## src/design/rbst_pkg.sv

```systemverilog
// ----------------------------------------------------------------------------
// Ray box slab test package
// Shared widths, infinity codes, register indexes and types of the slab test.
// ----------------------------------------------------------------------------
package rbst_pkg;

   localparam int FRAC_BITS = 16;
   localparam int DATA_W    = 32;
   // Dividend magnitude: |bound - origin| fits 32 unsigned bits, then scaled.
   localparam int NUM_W     = DATA_W + FRAC_BITS;
   // Distances carry two extra bits so that the infinity codes stay apart.
   localparam int TW        = NUM_W + 2;
   localparam int CSR_IDX_W = 3;
   localparam int NUM_AXES  = 3;

   localparam logic signed [TW-1:0] NEG_INF = {1'b1, {(TW-1){1'b0}}};
   localparam logic signed [TW-1:0] POS_INF = {1'b0, {(TW-1){1'b1}}};
   localparam logic signed [TW-1:0] SAT_MAX = {{(TW-DATA_W){1'b0}}, 1'b0, {(DATA_W-1){1'b1}}};
   localparam logic signed [TW-1:0] SAT_MIN = {{(TW-DATA_W){1'b1}}, 1'b1, {(DATA_W-1){1'b0}}};

   localparam logic [CSR_IDX_W-1:0] REG_BOX_MIN_X = 3'd0;
   localparam logic [CSR_IDX_W-1:0] REG_BOX_MAX_X = 3'd1;
   localparam logic [CSR_IDX_W-1:0] REG_BOX_MIN_Y = 3'd2;
   localparam logic [CSR_IDX_W-1:0] REG_BOX_MAX_Y = 3'd3;
   localparam logic [CSR_IDX_W-1:0] REG_BOX_MIN_Z = 3'd4;
   localparam logic [CSR_IDX_W-1:0] REG_BOX_MAX_Z = 3'd5;

   // Per-axis data that rides alongside the dividers.
   typedef struct packed {
      logic signed [DATA_W-1:0] orig;
      logic signed [DATA_W-1:0] dir;
      logic                     zero;
      logic                     in_slab;
   } side_type;

   // Ordered slab bounds of one axis.
   typedef struct packed {
      logic signed [TW-1:0] t_lo;
      logic signed [TW-1:0] t_hi;
      logic                 ok;
   } slab_type;

endpackage

```

## src/design/rbst_point.sv

```systemverilog
// ----------------------------------------------------------------------------
// Entry point of one axis
// Two stages: the product t * dir, then origin plus the floored, scaled
// product, saturated to 32 bits and cleared on a miss.
// ----------------------------------------------------------------------------
module rbst_point
   import rbst_pkg::*;
(
   input  logic                     clock,
   input  logic                     in_hit,
   input  logic signed [DATA_W-1:0] in_t,
   input  logic signed [DATA_W-1:0] in_orig,
   input  logic signed [DATA_W-1:0] in_dir,
   output logic signed [DATA_W-1:0] out_p
);

   localparam int PW = 2 * DATA_W;
   localparam int SW = PW - FRAC_BITS + 1;

   logic signed [PW-1:0]     prod_ff;
   logic signed [DATA_W-1:0] orig_ff;
   logic                     hit_ff;
   logic signed [SW-1:0]     sum;
   logic signed [DATA_W-1:0] sat;
   logic signed [DATA_W-1:0] p_ff;
   logic signed [DATA_W-1:0] p_in;

   always_ff @(posedge clock) begin
      prod_ff <= PW'(in_t) * PW'(in_dir);
      orig_ff <= in_orig;
      hit_ff  <= in_hit;
   end

   // An arithmetic shift of the product is a floor division by the scale.
   assign sum = SW'(orig_ff) + SW'($signed(prod_ff[PW-1:FRAC_BITS]));

   always_comb begin
      if (sum > SW'(SAT_MAX)) begin
         sat = SAT_MAX[DATA_W-1:0];
      end else if (sum < SW'(SAT_MIN)) begin
         sat = SAT_MIN[DATA_W-1:0];
      end else begin
         sat = sum[DATA_W-1:0];
      end
   end

   assign p_in = hit_ff ? sat : '0;

   always_ff @(posedge clock) begin
      p_ff <= p_in;
   end

   assign out_p = p_ff;

endmodule

```

## config.mk

```make
export PLATFORM = sky130hd
export DESIGN_NAME = rbst_point
export DESIGN_NICKNAME = d
export VERILOG_FILES = /design/src/design/rbst_pkg.sv /design/src/design/rbst_point.sv
export SDC_FILE = /design/constraint.sdc
export NUM_CORES = 2
export LEC_CHECK = 0
export ABC_CLOCK_PERIOD_IN_PS = 15300
export BUFFER_PORTS_ARGS = -buffer_cell sky130_fd_sc_hd__buf_2
export CAP_MARGIN = 20
export CORE_MARGIN = 3
export CORE_UTILIZATION = 65
export CTS_BUF_LIST = sky130_fd_sc_hd__clkbuf_4
export DETAILED_ROUTE_END_ITERATION = 8
export PLACE_DENSITY = 0.94
export REMOVE_ABC_BUFFERS = 1
export SYNTH_ARGS = -nofsm -noshare
export SYNTH_HDL_FRONTEND = slang
export SYNTH_SLANG_ARGS = --single-unit
```

## constraint.sdc

```tcl
create_clock -name clock -period 15.3 [get_ports clock]
set_input_delay 0.765 -clock clock [delete_from_list [all_inputs] [get_ports clock]]
set_output_delay 0.765 -clock clock [all_outputs]
set_load 0.02 [all_outputs]
```

Word-level counts from Yosys, hierarchy flattened --
Index checks and enable logic that the tools add are counted. Widths: inputs -> output; s select.
Storage, ports and cells: bits in registers 129, output and inout port bits 32
Operators by class: $mul 1, order comparisons 2, bitwise logic cells 1, reductions and logical operators 1, add/subtract/negate cells 1, mux-type cells 2
Operators by type and width (count):
- $mul 32x32->64 | 1
- $add 32x48->49 | 1
- $gt 49x32->1 const B | 1
- $lt 49x32->1 const B | 1
- $mux 32 | 1
- $mux 31 | 1
- $reduce_or 2->1 | 1
- $not 1->1 | 1

Depth between registers and ports, before layout --
depth in word-level cells 4, gate-level depth with buffers 29

Worst setup path before layout --
OpenSTA, ideal clock, no wires.
path type input port to flip-flop, from in in_t[31], to reg prod_ff[59], stages 25, slack 7.009 ns, arrival time 8.169 ns, cell sequence clkbuf_1 nand2_1 inv_1 fa_1 inv_1 fa_1 inv_1 fa_1 fa_1 inv_1 fa_1 inv_1 fa_1 fa_1 fa_1 ha_1 and3_1 nand4_1 or3_1 a31oi_1 nor2_1 o221a_2 a211oi_1 nor4_1 a311o_1
Between the ends: cells in the longest elaborated chain, start to end 1
RTL lines:
- start, declared | line rbst_point.sv:11 | input logic signed [DATA_W-1:0] in_t,
- $mul 32x32->64 | line rbst_point.sv:29 | prod_ff <= PW'(in_t) * PW'(in_dir);
- end signal, assigned | line rbst_point.sv:29
- end, declared | line rbst_point.sv:20 | logic signed [PW-1:0] prod_ff;
No other way between the ends. A chain may end at the register's enable or synchronous reset.

Final worst setup path --
from in in_dir[5], to reg prod_ff[59]
Between the ends: cells in the longest elaborated chain, start to end 1
RTL lines:
- start, declared | line rbst_point.sv:13 | input logic signed [DATA_W-1:0] in_dir,
- $mul 32x32->64 | line rbst_point.sv:29
No other way between the ends.

==> impl_results.md <==
- Starting Density: 0.664
- R2R setup slack: 10590 ps
- RSZ-0062 raised after global routing: no
- Number of setup buffers added after CTS: 0
- Latest clock arrival within the worst-skew pair: 550 ps
- Final critical-path required period: around 9000 ps
- Cell with the biggest individual delay on the critical path: sky130_fd_sc_hd__fa_1
- Maximum fanout along the worst path: 32
- Share of flip-flops with an asynchronous set or reset after synthesis: 0
- DRC violations left: 0
- Highest-count cells in the layout ignoring fill and taps: sky130_fd_sc_hd__fa_1 (1082), sky130_fd_sc_hd__inv_1 (982), sky130_fd_sc_hd__nand2_1 (555)
- Hold Buf Count CTS: 0
- Via density per instance: around 6
- Number of global-route vias before repair: between 30000 and 40000
- Number of antenna-violating nets in the routed design: 0
- Fin Setup TNS: 0 ps
- Weighted congestion at the end of routability-driven global placement: ~0.98
- Post-synthesis sequential area ratio: 0.0558
- Multi-input combinational cell area: between 30000 and 40000 sq um
- TritonCTS clock tree: yes
- Number of instances on the worst hold path: 1
- Violation count after the first detailed-route iteration: approximately 2500
- Average footprint of a synthesized cell: 9.42 sq um
- FF-to-FF End: out_p[29]$_SDFF_PN0_
- Maximum buffer depth of the clock tree: 2
- Area of the core region: between 60000 and 70000 sq um
- Final clock skew: ~34 ps
- Flops & latches, synth: around 110
- Max-slew headroom: 0.339
- Arrival @ worst endpoint: roughly 9600 ps
- Req. time, crit path: 15750 ps
- Layout cell share with drive strength beyond 1: 0.0472
- Top FF cell, synth: sky130_fd_sc_hd__dfxtp_1
- Startpoint of the tightest hold check path: in_orig[15]
- Layout area overhead: 3.48%
- Vert. Die Dim: about 260 microns
- Status: finished, final reports clean
- Maximum capacitance violations: 0
- Final design instance area without fill: about 42000 sq um
- Most frequent standard cell in the layout excluding fill and tap cells: sky130_fd_sc_hd__fa_1
- Warning count from the yosys run: 0
- Overall Global Routing Usage: 0.366
- Slowest stage delay, CP: ~860 ps
- Mapped cell area: around 41000 sq um
- Clock Tree Root: sky130_fd_sc_hd__clkbuf_4
- Count of fill cells added during filler insertion: 4113
- Pin count of the biggest net entering global routing: 33
- First-pass detailed-route iteration total: 6
- Final core utilization: 0.687
- DIE AREA: 65400 sq um
- Number of sinks driven by the clock tree: approximately 110
- Routed wire length: about 120000 microns
- Post-route insts no fill: roughly 5100
- Count of vias placed by the detailed router: about 31000
- CTS HTree Levels: 4
- Net count reported at finish: 5678
- CTS Buf Count: 17
- Final-report max-slew violation count: 0
- Critical path startpoint category: primary input
- Path type of the worst setup path: in -> reg
- End point of the most critical hold path: orig_ff[15]$_DFF_P_
- Final hold violation count: 0
- Worst path most repeated cell: sky130_fd_sc_hd__fa_1
- Count of unique library cells instantiated by Yosys: 68
- Instance count after placement with tap cells included: about 5100
- Reg-to-reg startpoint: prod_ff[16]$_DFF_P_
- Top achievable clock speed: about 110 MHz
- Detailed Place HPWL: 88600 microns
- Post-route clock period utilization: 0.597
- Critical Path End Type: flip-flop
- I/O Pins: 130
- Global-route wire length before repair: around 190000 microns
- Cells after synthesis: ~4300
- FF/Latch Area: ~2300 sq um
- Resized Gates After CTS: 0
- Initial antenna violation count: 3
- IO buf count: approximately 130
- Worst hold path class: in -> reg
- Number of enable-type register cells in the synthesized netlist: 0
- Setup Viol. Count Final: 0
- Die extent in x: approximately 260 microns
- Avg WL per Cell: roughly 22 microns
- Area after DPL: approximately 42000 sq um
- Clock transition at the registers of the reported paths: about 140 ps
- Overall overflow remaining after global route: 0
- Slew at the pin closest to its max-slew limit: ~1000 ps
- Core Rows: 90
- R2R cell count: 14
flip-flops by register name, summed over array words and instances, names as in the netlist:
| signal | flops |
|---|---|
| prod_ff | 48 |
| orig_ff | 32 |
| hit_ff | 1 |
| out_p | 32 |
final cells by class:
cell class | instances | area share
Multi-Input combinational cell | 3002 | 0.806
Inverter | 982 | 0.0878
Sequential cell | 113 | 0.0539
Tap cell | 828 | 0.0247
Timing Repair Buffer | 154 | 0.0199
Clock inverter | 14 | 0.00432
Clock buffer | 18 | 0.00322
Antenna cell | 5 | 0.000298
layer usage:
metal / GRT usage / up-vias / wire, microns
li1: - / 12500 / -
met1: 0.395 / 15600 / 35500
met4: 0.276 / 2 / 10700
met2: 0.615 / 2257 / 55500
met3: 0.103 / 904 / 13300
met5: 0 / - / 9
cells by family (layout without fill, tap and decap cells):
logic type,count (synthesis),after routing,share of synthesized area
AND/OR/NAND/NOR,1284,1284,0.158
buffers and inverters,1191,1168,0.111
AO/OA/AOI/OAI,313,313,0.0506
multiplexers,1,1,0.000247
XOR/XNOR,94,94,0.0203
other,0,5,0
flip-flops,113,113,0.0558
adder cells (fa/ha/maj),1310,1310,0.605
synth_stat cells, types with 6 or more instances:
master                     number  area (sq um)
sky130_fd_sc_hd__a211o_1        8          70.1
sky130_fd_sc_hd__a211oi_1      15           113
sky130_fd_sc_hd__a21o_1        38           285
sky130_fd_sc_hd__a21oi_1       77           385
sky130_fd_sc_hd__a31oi_1       17           106
sky130_fd_sc_hd__and2_1       503          3150
sky130_fd_sc_hd__and3_1        16           100
sky130_fd_sc_hd__clkbuf_1     202           758
sky130_fd_sc_hd__dfxtp_1      113          2260
sky130_fd_sc_hd__fa_1        1082         21700
sky130_fd_sc_hd__ha_1         228          2850
sky130_fd_sc_hd__inv_1        982          3690
sky130_fd_sc_hd__nand2_1      555          2080
sky130_fd_sc_hd__nand2b_1      18           113
sky130_fd_sc_hd__nand3_1       18          90.1
sky130_fd_sc_hd__nand4_1       21           131
sky130_fd_sc_hd__nor2_1        88           330
sky130_fd_sc_hd__nor2b_1       12          75.1
sky130_fd_sc_hd__nor3_1        30           150
sky130_fd_sc_hd__o211ai_1       6          45.0
sky130_fd_sc_hd__o21a_1        13          97.6
sky130_fd_sc_hd__o21ai_0       47           235
sky130_fd_sc_hd__o21ai_1       29           145
sky130_fd_sc_hd__o21bai_1      12          90.1
sky130_fd_sc_hd__or3_1          7          43.8
sky130_fd_sc_hd__xnor2_1       63           552
sky130_fd_sc_hd__xor2_1        31           272
through the flow:
stage / worst slack [ps] / hold WS [ps]
after floorplan: 7230 / 418
after global placement: 6100 / 499
after detailed placement: 5690 / 481
after CTS: 6250 / 285
after global routing: 5710 / 252
final: 6160 / 298
how the worst max path moves through the flow:
stage | start | endpoint | slack, ps | cells after the start
final | in_dir[5] | prod_ff[59]$_DFF_P_ | 6160 | 25
after global routing | in_dir[5] | prod_ff[59]$_DFF_P_ | 5710 | 25
after CTS | in_dir[5] | prod_ff[59]$_DFF_P_ | 6250 | 25
after detailed placement | in_dir[5] | prod_ff[59]$_DFF_P_ | 5690 | 25
after global placement | in_dir[5] | prod_ff[59]$_DFF_P_ | 6100 | 25
after floorplan | in_t[31] | prod_ff[59]$_DFF_P_ | 7230 | 24
critical path, delay by kind of cell:
kind                       cells  cell delay [ps]
adders and majority gates      9             4640
buffers and inverters          6             1630
AOI/OAI and AO/OA              4             1370
and+or+nand+nor                6             1170
Power is left out: the tool's default activity adds up to more than one toggle a clock period on the data nets, which glitch-free logic cannot reach.
